[config.mk]
export PLATFORM = sky130hd
export DESIGN_NAME = ntrs_ram
export DESIGN_NICKNAME = d
export VERILOG_FILES = /design/src/sv/ntrs_ram.sv
export SDC_FILE = /design/constraint.sdc
export NUM_CORES = 1
export LEC_CHECK = 0
export BUFFER_PORTS_ARGS = -buffer_cell sky130_fd_sc_hd__buf_2
export CORE_ASPECT_RATIO = 0.75
export CORE_UTILIZATION = 63
export CTS_CLUSTER_SIZE = 30
export DETAILED_ROUTE_END_ITERATION = 12
export GPL_ROUTABILITY_DRIVEN = 0
export PLACE_DENSITY = 0.83
export SLEW_MARGIN = 30
export SYNTH_ARGS = -nofsm -noshare
export SYNTH_HDL_FRONTEND = slang
export SYNTH_SLANG_ARGS = --single-unit
export TNS_END_PERCENT = 50
[constraint.sdc]
create_clock -name clock -period 3.5 [get_ports clock]
set_input_delay 0.35 -clock clock [delete_from_list [all_inputs] [get_ports clock]]
set_output_delay 0.35 -clock clock [all_outputs]
set_load 0.005 [all_outputs]
[src/sv/ntrs_ram.sv]
module ntrs_ram #(
   parameter int WIDTH = 8,
   parameter int DEPTH = 64
) (
   input  logic                     clock,
   input  logic                     wr_en,
   input  logic [$clog2(DEPTH)-1:0] wr_addr,
   input  logic [WIDTH-1:0]         wr_data,
   input  logic [$clog2(DEPTH)-1:0] rd_addr,
   output logic [WIDTH-1:0]         rd_data
);

   logic [WIDTH-1:0] mem_ff [DEPTH];

   always_ff @(posedge clock) begin
      if (wr_en) begin
         mem_ff[wr_addr] <= wr_data;
      end
      rd_data <= mem_ff[rd_addr];
   end

endmodule

; Yosys cells after proc, flatten, opt, wreduce, memory -nomap -nowiden
; Memories as Yosys holds them, arrays and structs flattened. A register that Yosys moved wholly into a read port is not among the register bits.
; Cells that the tools add are included.
[totals]
inputBits = 22
ram_bits = 512
out_inout_bits = 8
register_bits = 0
n_memories = 1
[memory_table]
columns = memory, depth, width, read_ports, rd_ports_with_merged_regs, write_ports, line
row1 = mem_ff, 64, 8, 1, 1, 1, 13  ; logic [WIDTH-1:0] mem_ff [DEPTH];
[op_classes]
mux = 2
[ops]
columns = cell, count
row1 = $mux 1, 2

; Depth between registers and ports, before layout
; Gate-level depths: netlist of the first run.
[depth]
depth_word = 2
depth_mapped = 9

; Least setup slack after synthesis of the first run
; No wires, ideal clock.
[synth_timing]
path_kind = input to register
start = input rd_addr[1]
end = register rd_data[3] (read register of mem_ff)
t_arrival_ns = 1.890
n_path_buf = 3
cell_stages = 7
setup_slack_ns = 1.482
required_ns = 3.372
path_cell_list = buf_4 > buf_2 > buf_2 > mux4_2 > mux4_2 > o21ai_1 > o41ai_1
[synth_lines]
columns = item, line
row1 = from (decl), 9  ; input logic [$clog2(DEPTH)-1:0] rd_addr,
row2 = to (decl), 10  ; output logic [WIDTH-1:0] rd_data

==> results.json, run 1 <==
{
  "post_synth_most_frequent_cells": "edfxtp_1 (512), mux4_2 (126), nor2_1 (83), mux2i_1 (23), nand2_1 (19)",
  "initial_utilization_pct": 64.25,
  "synth_area_mm2": 0.02017,
  "antenna_found_initial": 3,
  "synth_nets": 962,
  "p_per_area_mw_per_mm2": 572.6,
  "setup-violations-final": 0,
  "yosysWarningCount": 0,
  "worstSetupStartpoint": "rd_addr[2]",
  "ys_ff_latch": 520,
  "crit_arrival_ps": 2670,
  "timing.rr.start": "mem_ff[3][0]",
  "hold_viol_final": 0,
  "num_vias": 10002,
  "cts_hold_buf": 0,
  "synth_top_cell_area_share_pct": 76.24,
  "min_from": "rd_addr[5]",
  "report.final.slew_viol_count": 0,
  "comb_power_share_pct": 5.1,
  "drt_wl_total_um": 45210,
  "dp_slack_ps": 737.4,
  "cts-buffers-inserted": 46,
  "cts_sinks": 520,
  "synth_xor_area_share_pct": 0,
  "grt_usage_pct": 28.59,
  "netlist_instances": 940,
  "synth_top_family_by_area": "multiplexers",
  "clkSlewWorstSetupHoldPaths_ps": 70,
  "avgSynthCellArea_um2": 21.45,
  "outcome": "complete, no violations",
  "yosys-mux-area-fraction_pct": 15.94,
  "ff2ff_path_depth": 5,
  "detail_route.wl_per_cell_um": 31.44,
  "cts_root_buf": "clkbuf_16",
  "drv_cap": 0,
  "viasPerCell": 6.955,
  "min_period_ps": 2233,
  "fmax_mhz": 447.8,
  "insertion_delay_ps": 580,
  "yosysMostFrequentCell": "edfxtp_1",
  "pin_count": 30,
  "first_pass_iters": 5,
  "power_switching_mw": 2.648,
  "drive_above_1_share_pct": 26.38,
  "cts_resized": 0,
  "die-area_mm2": 0.03274,
  "vdd_drop_max_uv": 535.1,
  "die_h_um": 156.9,
  "tightest_slew_ps": 995.2,
  "ant_nets": 0,
  "period_share_pct": 63.80,
  "ys_seq_area_share_pct": 77.03,
  "hpwl_um": 26780,
  "grt_pass1_wl_um": 65830,
  "nNetsFinal": 1016,
  "yosysTopAreaCell": "edfxtp_1",
  "synth-compound-area-share_pct": 2.072,
  "synthFlopType": "edfxtp_1",
  "grt_setup_unrepaired": "no",
  "p_seq_share_pct": 53.9,
  "hp-class": "primary input to flop",
  "synth-simple-area-share_pct": 3.388,
  "synth_fa_ha_area_share_pct": 0,
  "num_rows": 56,
  "route.detailed.drc": 0,
  "portBuffers": 29,
  "areaGrowthSynthToFinish_pct": 11.00,
  "switching_share_pct": 20.66,
  "gr-total-overflow": 0,
  "setup_ws_ps": 1267,
  "clk_path_buf_depth": 3,
  "holdPathStages": 3,
  "async_reset_ff_share_pct": 0,
  "path_class": "primary input to flop",
  "fin_skew_ps": 13.88,
  "clkPwrFrac_pct": 41.0,
  "post_cts_buffers": 0,
  "drt_iter0_markers": 1575,
  "grt_start_max_net_pins": 65,
  "grt_pass1_vias": 9882,
  "core-area_mm2": 0.03139,
  "synth_cell_types": 40,
  "synth_edf_count": 512,
  "critPathCaptureType": "flop",
  "setup_tns_ps": 0,
  "cts_tree": "done",
  "internal_power_mw": 10.17,
  "maxSlewHeadroom_pct": 33.41,
  "power_leakage_nw": 7.012,
  "die_x_um": 208.6,
  "holdWs_ps": 232.9,
  "n_fill_cell": 1747,
  "cp_data_required_time_ps": 3940,
  "synth_area_leaders": "edfxtp_1 (76%), mux4_2 (14%), nor2_1 (1.5%)",
  "critPathMaxFanout": 52,
  "crit_path_start_kind": "primary input",
  "ctsHtreeMaxLevel": 2
}
## state kept, by name, summed over array words and instances, names as in the netlist
register  count
mem_ff      512
rd_data       8
## worst max-delay path, stage by stage
cell and delay (ps):
buf_4 630, buf_4 390, mux4_2 340, mux2_2 340, o311ai_1 470, nand2_1 110
## power groups by stage
stage | sequential, mW | combinational, mW | clock [mW]
finish | 6.91 | 0.652 | 5.25
global route | 6.91 | 0.681 | 5.49
CTS | 6.91 | 0.645 | 5.27
detailed placement | 7.05 | 0.635 | 0
global placement | 7.05 | 0.610 | 0
floorplan | 7.04 | 0.367 | 0
## area by class of cell
cell class	instances	area (µm²)	share of cell area, %
clock buffer	56	1272	5.684
sequential	520	15530	69.40
multi-input combinational	369	4320	19.30
clock inverter	29	297.8	1.330
antenna	1	2.502	0.01118
timing repair buffer	57	449.2	2.007
tap	406	508.0	2.269
## cell families (layout without fill, tap and decap cells)
logic type | count (synthesis) | after routing
buffers and inverters | 51 | 142
AO/OA/AOI/OAI | 54 | 54
other | 0 | 1
AND/OR/NAND/NOR | 153 | 153
multiplexers | 162 | 162
flip-flops | 520 | 520
## through the flow
stage | power (mW) | std cells | util (%) | cell area [µm²]
after floorplan | 7.403 | 940 | - | 20170
after global placement | 7.656 | 1351 | 66.17 | 20770
after detailed placement | 7.681 | 1352 | 66.28 | 20810
after CTS | 12.83 | 1437 | 71.28 | 22380
after global routing | 13.08 | 1438 | 71.31 | 22390
final | 12.82 | 1438 | 71.31 | 22390
## worst paths after layout
kind / to / slack [ps]
min reg2reg: rd_data[6] / 840
min: rd_data[1] / 230
max reg2reg: rd_data[0] / 1520
max: rd_data[7] / 1270
## placed cells by master, fill, tap and decap left out, types with 5 or more instances in the layout
cell | netlist | routed
nand2b_1 | 7 | 7
clkbuf_1 | 17 | 5
mux2i_1 | 23 | 23
o22ai_1 | 8 | 8
mux2_2 | 13 | 13
clkinv_1 | 0 | 8
nor2_1 | 83 | 81
clkinv_2 | 0 | 11
bufinv_16 | 0 | 6
mux4_2 | 126 | 126
nand2_1 | 19 | 19
dfxtp_1 | 8 | 8
buf_2 | 11 | 19
nor3_1 | 7 | 7
nand3_1 | 13 | 13
a221oi_1 | 6 | 6
nor2b_1 | 14 | 14
clkbuf_16 | 0 | 49
buf_4 | 13 | 32
o221ai_1 | 8 | 8
edfxtp_1 | 512 | 512
buf_12 | 2 | 5
## layer usage
layer | routed length [µm] | vias to the layer above | global-route usage [%]
met4 | 1451 | 4 | 9.804
met1 | 17560 | 5129 | 42.32
met5 | 23 | - | 0
met2 | 20450 | 726 | 42.25
li1 | - | 4033 | -
met3 | 5720 | 110 | 7.462
No activity file was read; power rests on OpenSTA's default activity.
==> run 2, diff against run 1 <==
ABC_AREA = 1   (was not set)
CORE_UTILIZATION = 57   (was 63)
PLACE_DENSITY = 0.79   (was 0.83)
clock period = 2 ns   (was 3.5 ns; I/O delays follow)
==> run 2 against run 1 <==
Net effect: core utilization decreased by 6.1 points; largest cell class unchanged; highest routed layer is now met4; sequential power up 75%; final cell count increased by 68%; hold slack worse by 130 ps; cell area up 5.9%; routed wire length up 16%; total power increased by 70%; area after synthesis increased by 5.8%; via count increased by 47%.
==> results.json, run 2 <==
{
  "drt_iter0_markers": 2169,
  "timing.rr.start": "mem_ff[38][1]",
  "path_class": "flop to flop",
  "path_delay_family": "simple AND/OR/NAND/NOR gates",
  "cp_data_required_time_ps": 2460,
  "post_cts_buffers": 0,
  "hp-class": "primary input to flop",
  "grt_start_max_net_pins": 98,
  "die_h_um": 169.6,
  "report.final.slew_viol_count": 0,
  "detail_route.wl_per_cell_um": 21.64,
  "core-area_mm2": 0.03633,
  "top_register": "mem_ff",
  "path_buf_inv": 0,
  "cts_sinks": 520,
  "hold_viol_final": 0,
  "crit_arrival_ps": 1850,
  "post_synth_most_frequent_cells": "nand2_1 (648), edfxtp_1 (512), nand3_1 (439), nor2_1 (56), buf_2 (37)",
  "critPathMaxFanout": 1,
  "ys_seq_area_share_pct": 72.80,
  "vdd_drop_max_uv": 689.5,
  "maxSlewHeadroom_pct": 42.05,
  "synth_area_mm2": 0.02134,
  "min_period_ps": 1390,
  "yosysMostFrequentCell": "nand2_1",
  "fmax_mhz": 719.5,
  "die-area_mm2": 0.03822,
  "hpwl_um": 30710,
  "layout_commonest_cell": "nand2_1",
  "cp_slowest_cell": "edfxtp_1",
  "path_cells": "nand2_1, nand3_1, nand3_1, nand2_1, nand2_1, nand3_1, nand3_1, nand2_1",
  "synth_cell_types": 16,
  "yosysTopAreaCell": "edfxtp_1",
  "drive_above_1_share_pct": 10.82,
  "num_vias": 14669,
  "insertion_delay_ps": 570,
  "critPathCaptureType": "flop",
  "route.detailed.drc": 0,
  "outcome": "complete, no violations",
  "cts-buffers-inserted": 45,
  "top_regs": "mem_ff (512), rd_data (8)",
  "avgSynthCellArea_um2": 11.82,
  "min_from": "wr_data[0]",
  "netlist_instances": 1805,
  "n_fill_cell": 2553,
  "fin_skew_ps": 18.68,
  "period_share_pct": 69.50,
  "initial_utilization_pct": 58.73,
  "drv_cap": 0,
  "tightest_slew_ps": 869.3,
  "largest_register_ffs": 512,
  "antenna_cells": 0,
  "clk_path_buf_depth": 3,
  "ant_nets": 0,
  "pin_count": 30,
  "ys_ff_latch": 520,
  "nNetsFinal": 1908,
  "first_pass_iters": 6,
  "areaGrowthSynthToFinish_pct": 11.09,
  "power_leakage_nw": 8.697,
  "ctsHtreeMaxLevel": 2,
  "setup-violations-final": 0,
  "grt_usage_pct": 27.77,
  "num_rows": 60,
  "gr-total-overflow": 0,
  "holdWs_ps": 101.3,
  "grt_pass1_wl_um": 79030,
  "clkSlewWorstSetupHoldPaths_ps": 70,
  "cts_tree": "done",
  "worstSetupStartpoint": "mem_ff[38][1]",
  "yosysWarningCount": 0,
  "async_reset_ff_share_pct": 0,
  "grt_setup_unrepaired": "no",
  "mostFrequentLayoutCells": "nand2_1 (648), edfxtp_1 (512), nand3_1 (439), buf_4 (105), nor2_1 (56)",
  "setup_tns_ps": 0,
  "grt_pass1_vias": 13875,
  "p_per_area_mw_per_mm2": 917.1,
  "drt_wl_total_um": 52330,
  "antenna_found_initial": 0,
  "viasPerCell": 6.067,
  "synth_area_leaders": "edfxtp_1 (72%), nand2_1 (11%), nand3_1 (10%)",
  "synth_top_cell_area_share_pct": 72.05,
  "synthFlopType": "edfxtp_1",
  "critPathMaxStageDelay_ps": 420,
  "synth_nets": 1827,
  "portBuffers": 29,
  "cts_root_buf": "clkbuf_16",
  "crit_path_start_kind": "flop",
  "die_x_um": 225.4,
  "seqCellArea_mm2": 0.01553,
  "synth_edf_count": 512,
  "multi_input_area_mm2": 0.004946
}
[run 2: logic make-up after synthesis]
logic type             count (synthesis)  synth area share (%)
buffers and inverters                125                 4.022
DFF                                  520                 72.80
and+or+nand+nor                     1160                 23.18
[run 2: worst register-to-register path: stages (launching register included)]
cell and delay (ps):
edfxtp_1 420, nand2_1 120, nand3_1 110, nand3_1 130
nand2_1 120, nand2_1 150, nand3_1 90, nand3_1 100
nand2_1 50
[run 2: through the flow]
stage	utilization (%)	cells	power, mW	setup WS, ps	instance area [µm²]
floorplan	-	1805	13.16	33.88	21340
global placement	61.51	2334	13.69	226.1	22350
detailed placement	61.51	2334	13.73	212.6	22350
CTS	65.24	2418	21.72	628.5	23710
global route	65.24	2418	22.25	533.4	23710
finish	65.24	2418	21.74	610.1	23710
[run 2: per-layer routing]
layer	track usage (%)	vias to the layer above	wire, µm
met5	0	-	0
met4	9.346	0	1515
met3	6.181	129	6780
met2	41.33	1024	23560
met1	40.76	7012	20480
li1	-	6504	-
[run 2: worst paths after layout]
path / end / slack [ps] / cells past startpoint
setup / recovery: rd_data[1] / 610 / 8
hold / removal: mem_ff[6][0] / 100 / 1
setup reg to reg: rd_data[1] / 610 / 8
hold reg to reg: rd_data[1] / 810 / 8
[run 2: cell type report]
cell class | count | area share (%)
clock buffer | 65 | 5.331
clock inverter | 18 | 0.3536
inverter | 12 | 0.2217
multi-input combinational | 1160 | 20.86
sequential | 520 | 65.53
tap | 496 | 2.618
timing repair buffer | 147 | 5.083
[run 2: report_power, final]
part / internal (mW) / switching [mW]
clock: 4.40 / 3.79
combinational: 0.393 / 1.08
sequential: 12.1 / 0.0264
total: 16.8 / 4.89
[run 2: what timing repair did]
item / 4_1_cts / 5_1_grt
hold buffers: 1 / 0
endpoints found under the hold margin: 8 / 0
gates resized for setup: 0 / 0
