File: src/sv/ntrs_pkg.sv
package ntrs_pkg;

   typedef enum logic [2:0] {
      CMD_CLEAR  = 3'd0,
      CMD_APPEND = 3'd1,
      CMD_GRID   = 3'd2,
      CMD_LOOKUP = 3'd3,
      CMD_FIRST  = 3'd4,
      CMD_BEST   = 3'd5
   } cmd_type;

   typedef enum logic [1:0] {
      ST_OK       = 2'd0,
      ST_NOTFOUND = 2'd1,
      ST_FULL     = 2'd2
   } status_type;

   typedef enum logic [1:0] {
      S_IDLE = 2'd0,
      S_READ = 2'd1,
      S_SCAN = 2'd2,
      S_DONE = 2'd3
   } state_type;

   localparam int GridCells = 9;

   // heading quadrant bounds in degrees
   localparam logic [8:0] HeadEast  = 9'd45;
   localparam logic [8:0] HeadSouth = 9'd135;
   localparam logic [8:0] HeadWest  = 9'd225;
   localparam logic [8:0] HeadNorth = 9'd315;
   localparam logic [1:0] DwellMax  = 2'd3;

   // result of matching one hash against the grid
   typedef struct packed {
      logic       hit;
      logic [1:0] row;
      logic [1:0] col;
   } match_type;

endpackage

File: src/sv/ntrs_grid.sv
// grid cell store with nine parallel compares
module ntrs_grid (
   input  logic                clock,
   input  logic                reset,
   input  logic                wr_en,
   input  logic [1:0]          wr_row,
   input  logic [1:0]          wr_col,
   input  logic [63:0]         wr_hash,
   input  logic [63:0]         probe_hash,
   output ntrs_pkg::match_type match
);

   logic [63:0] cell_ff [ntrs_pkg::GridCells];
   logic [3:0]  wr_idx;

   assign wr_idx = 4'(wr_row) * 4'd3 + 4'(wr_col);

   // row-major cell storage
   always_ff @(posedge clock) begin
      if (reset) begin
         for (int i = 0; i < ntrs_pkg::GridCells; i++) cell_ff[i] <= '0;
      end else if (wr_en && wr_row < 2'd3 && wr_col < 2'd3) begin
         cell_ff[wr_idx] <= wr_hash;
      end
   end

   // first match in row-major order
   always_comb begin
      match = '0;
      for (int i = ntrs_pkg::GridCells - 1; i >= 0; i--) begin
         if (cell_ff[i] == probe_hash) begin
            match.hit = 1'b1;
            match.row = 2'(i / 3);
            match.col = 2'(i % 3);
         end
      end
   end

endmodule

File: config.mk
export PLATFORM = sky130hd
export DESIGN_NAME = ntrs_grid
export DESIGN_NICKNAME = d
export VERILOG_FILES = /design/src/sv/ntrs_pkg.sv /design/src/sv/ntrs_grid.sv
export SDC_FILE = /design/constraint.sdc
export NUM_CORES = 1
export LEC_CHECK = 0
export ABC_AREA = 1
export BUFFER_PORTS_ARGS = -buffer_cell sky130_fd_sc_hd__buf_2
export CAP_MARGIN = 20
export CORE_MARGIN = 1
export CORE_UTILIZATION = 45
export DETAILED_ROUTE_END_ITERATION = 6
export PLACE_DENSITY = 0.63
export SLEW_MARGIN = 0
export SYNTH_ARGS = -nofsm -noshare
export SYNTH_HDL_FRONTEND = slang
export SYNTH_SLANG_ARGS = --single-unit
File: constraint.sdc
create_clock -name clock -period 3.4 [get_ports clock]
set_input_delay 0 -clock clock [delete_from_list [all_inputs] [get_ports clock]]
set_output_delay 0 -clock clock [all_outputs]
set_load 0.01 [all_outputs]
# After elaboration in Yosys (flattened, before gate mapping)
# Memory sizes are Yosys's and may differ from the RTL's.
# Cells that the tools add are included.
[op_classes]
n_addsub = 1
mul = 1
magnitude_cmp = 2
n_eq_ne = 9
n_mux = 17
reduce_logical = 3
[ops]
columns = ["cell", "count"]
rows = [
  ["64-bit equality test", 9],
  ["64-bit two-way mux", 1],
  ["64-bit OR reduction", 1],
  ["5-bit two-way mux", 9],
  ["1-bit two-way mux", 6],
  ["4-bit by 2-bit adder with 4-bit output", 1],
  ["2-bit less-than comparator, second input constant", 2],
  ["2-bit by 2-bit multiplier with 4-bit output, second input constant", 1],
  ["4-bit two-way mux", 1],
  ["1-bit logical AND", 2],
]
[word_totals]
ff_bits = 0
ram_bits = 576
in_bits = 135
output_inout_bits = 5
elab_cells = 34
memories = 1
[memory_table]
columns = ["name", "words", "width", "rd", "rd_clocked_by_memory_dff", "write_ports", "line", "source"]
rows = [
  ["cell_ff", 9, 64, 9, 0, 9, "ntrs_grid.sv:13", "logic [63:0] cell_ff [ntrs_pkg::GridCells];"],
]

# Depth between registers and ports, before layout
# Gate-level depths: netlist (run 1).
[logic_depth]
word_depth = 10
depth_mapped = 15
depth_no_buf = 14

# Worst setup path before layout (run 1)
# Ideal clock, no wire load.
[synth_timing]
path_type = "input to register"
from = "input wr_row[0]"
to = "memory cell_ff[4][0] (enable)"
setup_ns = 0.424
arrival_ns = 3.292
t_required_ns = 2.976
path_slack_ns = -0.316
stages = 9
path_buffers = 2
cell_sequence = "fa_1 -> ha_1 -> inv_1 -> fa_1 -> nor3_2 -> nand2_1 -> clkbuf_1 -> buf_2 -> nand2_1"
[synth_rtl]
columns = ["item", "line", "source"]
rows = [
  ["from (decl)", "ntrs_grid.sv:6", "input logic [1:0] wr_row,"],
  ["to (decl)", "ntrs_grid.sv:13", ""],
]

==> results of run 1 <==
-- cell type report --
type,instances,area [µm²]
antenna,4,10.0
clock buffer,79,1810
clock inverter,35,429
fill,5962,31600
inverter,382,1460
multi-input combinational,2219,10700
sequential,576,17300
tap,864,1080
timing repair buffer,234,1770
-- cell families (layout without fill, tap and decap cells) --
group / Yosys count / in the layout / share of synthesized area, %
and+or+nand+nor: 1848 / 1848 / 24.3
DFF: 576 / 576 / 57.3
buffers and inverters: 509 / 730 / 7.75
xor gates and xnor gates: 350 / 350 / 10.2
AOI/OAI and AO/OA: 16 / 16 / 0.278
adders and majority gates: 5 / 5 / 0.257
other: 0 / 4 / 0
-- per-layer routing --
layer | global-route usage (%) | share of wire [%] | vias to the layer above
li1 | - | - | 10602
met1 | 29.4 | 42 | 10089
met5 | 0 | 0.017 | -
met2 | 39.2 | 49 | 537
met4 | 6.91 | 2.5 | 2
met3 | 3.51 | 5.7 | 109
-- how the worst max path moves through the flow --
stage                                    to  depth (start not counted)
6_report                           match[1]                         12
3_3_place_gp   cell_ff[2][18]$_SDFFCE_PN0P_                         11
4_1_cts                            match[4]                         12
3_5_place_dp   cell_ff[2][32]$_SDFFCE_PN0P_                         11
5_1_grt                            match[1]                         12
2_1_floorplan   cell_ff[0][0]$_SDFFCE_PN0P_                         10
-- stage by stage --
stage | setup TNS (ps) | std cells
2_1_floorplan | -90460 | 3304
3_3_place_gp | 0 | 4211
3_5_place_dp | 0 | 4211
4_1_cts | 0 | 4389
5_1_grt | 0 | 4391
6_report | 0 | 4393
-- critical path: stages (launching register included) --
cell and delay (ps):
edfxtp_1 380, xnor2_1 170, nand2_1 180, nor2_1 120
nand2_1 60, nor2_1 380, nand2_1 130, nor2_2 150
nand3_1 70, nand2_1 70, nand2_1 50, a21oi_1 360
buf_2 220
-- synthesized netlist by cell type (4+ instances only) --
master	number	area, µm²
xor2_1	115	1010
nor2_4	4	45.0
inv_2	44	165
or2_0	11	68.8
nand2_2	8	50.1
nand2_1	808	3030
nor3_2	9	90.1
nor2_2	4	25.0
buf_4	34	255
buf_6	30	338
clkbuf_1	13	48.8
nor3_1	18	90.1
nand4_1	38	238
buf_2	41	205
inv_1	265	995
buf_1	9	33.8
clkinv_1	64	240
or2_2	6	37.5
inv_4	8	50.1
nand3_1	42	210
edfxtp_1	576	17300
nor2_1	878	3300
or2_1	17	106
xnor2_1	235	2060
a21oi_1	15	75.1
-- where the power goes --
group	total (mW)	internal (mW)	switching, mW
Combinational	1.88	0.690	1.19
Sequential	8.47	8.28	0.197
Clock	7.43	4.54	2.89
-- repair_timing --
action | CTS | global route
endpoints found under the hold margin | 575 | 0
hold buffers | 64 | 0
buffers inserted | 0 | 0
==> impl_metrics.json, run 1 <==
{
  "routed_wirelength_um": 75600,
  "end_kind": "output pin",
  "dieArea_mm2": 0.0681,
  "drive_above_1_share_pct": 10.4,
  "synth_ff_type": "edfxtp_1",
  "layout_common_cells": "878 x nor2_1, 791 x nand2_1, 576 x edfxtp_1",
  "initial_core_util_pct": 45.7,
  "ys_ff_latch": 576,
  "worst_slack_ps": 470,
  "die_h_um": 261,
  "grt_pass1_vias": 20665,
  "worstMarginPinSlew_ps": 948,
  "synth_cells": 3304,
  "criticalPathCategory": "reg -> out",
  "setup_viol": 0,
  "cp.arrival_ps": 2930,
  "violations": "DRC",
  "io_pins": 140,
  "peakVddDrop_uv": 415,
  "cts_tree": "built",
  "io_buffers": 139,
  "largest_register": "cell_ff",
  "slew_violations": 0,
  "yosysSeqAreaShare_pct": 57.3,
  "utilization_pct": 52.2,
  "grt.overflow.total": 0,
  "clock_path_buffers": 3,
  "relSlewSlack_pct": 36.8,
  "largest_register_ffs": 576,
  "powerDensity_mw_per_mm2": 515,
  "fmax_mhz": 341,
  "rows": 94,
  "antenna_left": 0,
  "synth_edf_count": 576,
  "finalCritPeriodShare_pct": 86.2,
  "nNetsFinal": 3620,
  "syn_nets": 3444,
  "grt_usage_pct": 22.7,
  "syn_to_final_growth_pct": 14.4,
  "yosysUniqueCellTypes": 32,
  "via_count": 21339,
  "finalHoldViolCount": 0,
  "ys.warnings.count": 0,
  "worstPathRequired_ps": 3400,
  "place_ws_ps": 393,
  "cts_inserted_buffers": 67,
  "whs_ps": 239,
  "coreArea_mm2": 0.0661,
  "min-delay-start": "reset",
  "die_w_um": 261,
  "final_cell_area_mm2": 0.0345,
  "p_total_mw": 17.8,
  "ctsResizeCount": 0,
  "gp_congestion": 0.881,
  "rsz0062_at_grt": "false",
  "syn_area_mm2": 0.0302,
  "grt_max_degree": 65,
  "hold_depth": 4,
  "holdPathEnd": "cell_ff[0][60]$_SDFFCE_PN0P_",
  "placed_cell_area_mm2": 0.0316,
  "dp_hpwl_um": 49700,
  "async_flop_share_pct": 0,
  "wl_per_cell_um": 17.2,
  "hold_path.class": "in -> reg",
  "cts-htree-levels": 3,
  "worst_setup_path_start_kind": "flip-flop",
  "drt_iter0_drc": 1556,
  "dr.pass1.iters": 7,
  "clk_pin_slew_ps": 60,
  "grt_pass1_wl_um": 117000,
  "antenna_found_initial": 3,
  "status": "complete, but fails checks",
  "layout.cells.most_common": "nor2_1",
  "critPathLaunch": "cell_ff[8][27]$_SDFFCE_PN0P_",
  "clkSinkCount": 576,
  "synth.avg_cell_area_um2": 9.14,
  "path_max_fanout": 2,
  "p_leak_nw": 14.5,
  "clock-root-buffer": "clkbuf_16",
  "max_cap_viol_count": 0,
  "drc": 14,
  "top_regs": "cell_ff x576",
  "viasPerCell": 4.86,
  "finalCriticalPeriod_ps": 2930
}
No activity file was read; power rests on OpenSTA's default activity.
==> inputs of run 2 (changes only) <==
--- a/config.mk
+++ b/config.mk
@@ -8,6 +8,7 @@
 export ABC_AREA = 1
 export BUFFER_PORTS_ARGS = -buffer_cell sky130_fd_sc_hd__buf_2
 export CAP_MARGIN = 20
+export CORE_ASPECT_RATIO = 1.75
 export CORE_MARGIN = 1
 export CORE_UTILIZATION = 45
 export DETAILED_ROUTE_END_ITERATION = 6
==> constraint.sdc (replaced) <==
create_clock -name clock -period 3.4 [get_ports clock]
set_input_delay 0.68 -clock clock [delete_from_list [all_inputs] [get_ports clock]]
set_output_delay 0.68 -clock clock [all_outputs]
set_load 0.01 [all_outputs]
==> run 2 against run 1 <==
Global-route usage increased by 1.3 points. Critical path depth increased by 1. Worst hold slack improved by 350 ps. The run now ends clean. Clock power decreased by 20%. Die area about the same. Sequential share of layout area increased by 0.23 points. Design area decreased by 0.45%. Largest cell class unchanged.
==> impl_metrics.json, run 2 (synthesis gave the netlist of run 1 again) <==
{
  "antenna_found_initial": 5,
  "finalHoldViolCount": 0,
  "whs_ps": 586,
  "dr.pass1.iters": 5,
  "routed_wirelength_um": 80000,
  "clkSinkCount": 576,
  "drt_iter0_drc": 1394,
  "combPwrFrac_pct": 11.9,
  "worst_setup_path_start_kind": "primary input",
  "grt_max_degree": 65,
  "layout_common_cells": "865 x nor2_1, 790 x nand2_1, 576 x edfxtp_1",
  "fillers": 6147,
  "min-delay-start": "wr_hash[56]",
  "p_leak_nw": 14.5,
  "viasPerCell": 4.86,
  "max_cap_viol_count": 0,
  "path_max_fanout": 8,
  "pwr-share-clk_pct": 36.3,
  "io_pins": 140,
  "dieArea_mm2": 0.0682,
  "io_buffers": 139,
  "tns_ps": 0,
  "worstPathRequired_ps": 2720,
  "multiInputGateArea_mm2": 0.0107,
  "syn_to_final_growth_pct": 13.9,
  "cts_inserted_buffers": 52,
  "dp_hpwl_um": 56500,
  "hold_path.class": "in -> reg",
  "rsz0062_at_grt": "true",
  "crit_path_frequent_cell": "nor2_4",
  "die_w_um": 198,
  "setup_viol": 0,
  "p_int_mw": 12.3,
  "sw_frac_of_total_pct": 24.7,
  "coreArea_mm2": 0.0663,
  "slew_violations": 0,
  "gp_congestion": 0.932,
  "finalCriticalPeriod_ps": 3340,
  "largest_register_ffs": 576,
  "largest_register": "cell_ff",
  "fmax_mhz": 300,
  "grt.overflow.total": 0,
  "cts_tree": "built",
  "cpMaxStageDelayCell": "nor3_1",
  "clk_pin_slew_ps": 70,
  "clock_path_buffers": 3,
  "wl_per_cell_um": 18.1,
  "cp.arrival_ps": 2660,
  "grt_pass1_wl_um": 121000,
  "clock-root-buffer": "clkbuf_16",
  "initial_core_util_pct": 45.5,
  "worstMarginPinSlew_ps": 439,
  "worst_slack_ps": 62.9,
  "grt_pass1_vias": 21182,
  "nNetsFinal": 3637,
  "grt_usage_pct": 24.0,
  "via_count": 21509,
  "critPathLaunch": "probe_hash[34]",
  "die_h_um": 345,
  "power.switching_mw": 4.05,
  "seqCellArea_mm2": 0.0173,
  "peakVddDrop_uv": 328,
  "relSlewSlack_pct": 70.7,
  "drive_above_1_share_pct": 13.0,
  "cts_hold_repair.buffers": 0,
  "end_kind": "output pin",
  "drc": 0,
  "antenna_left": 0,
  "utilization_pct": 51.8,
  "path_cells": "buf_2 > buf_4 > xor2_1 > nor3_1 > nand3b_1 > nor2_1 > nand2_1 > nor2_4 > nor2_4 > buf_4 > nand2_2 > nor2_4 > buf_2",
  "rows": 125,
  "seq_power_share_pct": 51.8,
  "finalCritPeriodShare_pct": 98.1,
  "crit_path_max_incr_delay_ps": 250,
  "place_ws_ps": -61.3,
  "top_regs": "cell_ff x576",
  "cts-htree-levels": 2,
  "criticalPathCategory": "in -> out",
  "powerDensity_mw_per_mm2": 476,
  "status": "completed",
  "layout.cells.most_common": "nor2_1"
}
[run 2: changes by cell type in the layout (fill, tap and decap cells not counted), moves of 4 or more]
cell	previous run	this run
clkbuf_1	8	14
buf_12	16	34
bufinv_16	10	6
buf_2	139	133
clkbuf_4	0	4
clkbuf_16	71	53
nor2_2	4	15
dlygate4sd3_1	64	0
nor2_1	878	865
buf_4	15	95
clkinv_1	76	71
[run 2: worst max-delay path, delay by kind of cell]
family        cells  cell delay (ps)
xor+xnor          1              150
buf+inv           4              620
simple gates      8             1210
[run 2: area by class of cell]
cell class | count | area share (%)
diodes | 1 | 0.00728
clock buffers | 67 | 4.01
clock inverters | 26 | 0.844
inverters | 382 | 4.24
multi-input cells | 2219 | 31.3
flip-flops and latches | 576 | 50.3
well taps | 889 | 3.24
repair buffers | 266 | 6.08
[run 2: per-layer routing]
metal | vias up | share of wire, % | global-route usage [%]
met3 | 149 | 4.6 | 2.64
met5 | - | 0.057 | 0
met4 | 8 | 4.1 | 10.0
met2 | 527 | 55 | 46.3
met1 | 10197 | 36 | 26.4
li1 | 10628 | - | -
[run 2: power by group through the flow]
stage	sequential [mW]	clock, mW	combinational, mW
finish	8.48	5.94	1.95
global route	8.53	6.25	2.17
CTS	8.48	6.03	1.97
detailed placement	8.63	0	1.96
global placement	8.61	0	1.93
floorplan	8.59	0	1.32
[run 2: metrics by stage]
step / std cells / power (mW) / area [µm²]
after floorplan: 3304 / 9.91 / 30300
after global placement: 4331 / 10.5 / 32600
after detailed placement: 4331 / 10.6 / 32600
after CTS: 4424 / 16.5 / 34300
after global routing: 4425 / 16.9 / 34400
final: 4426 / 16.4 / 34400
[run 2: worst paths after layout]
kind / end / slack (ps) / depth (start not counted)
max: match[3] / 60 / 13
min: cell_ff[0][56]$_SDFFCE_PN0P_ / 590 / 3
[run 2: timing repair]
action / 4_1_cts / 5_1_grt
buffers inserted: 0 / 1
setup endpoints to repair: 3 / 5
pin swaps: 0 / 5
cloned: 0 / 0
resized for setup: 6 / 21
endpoints found under the hold margin: 0 / 0
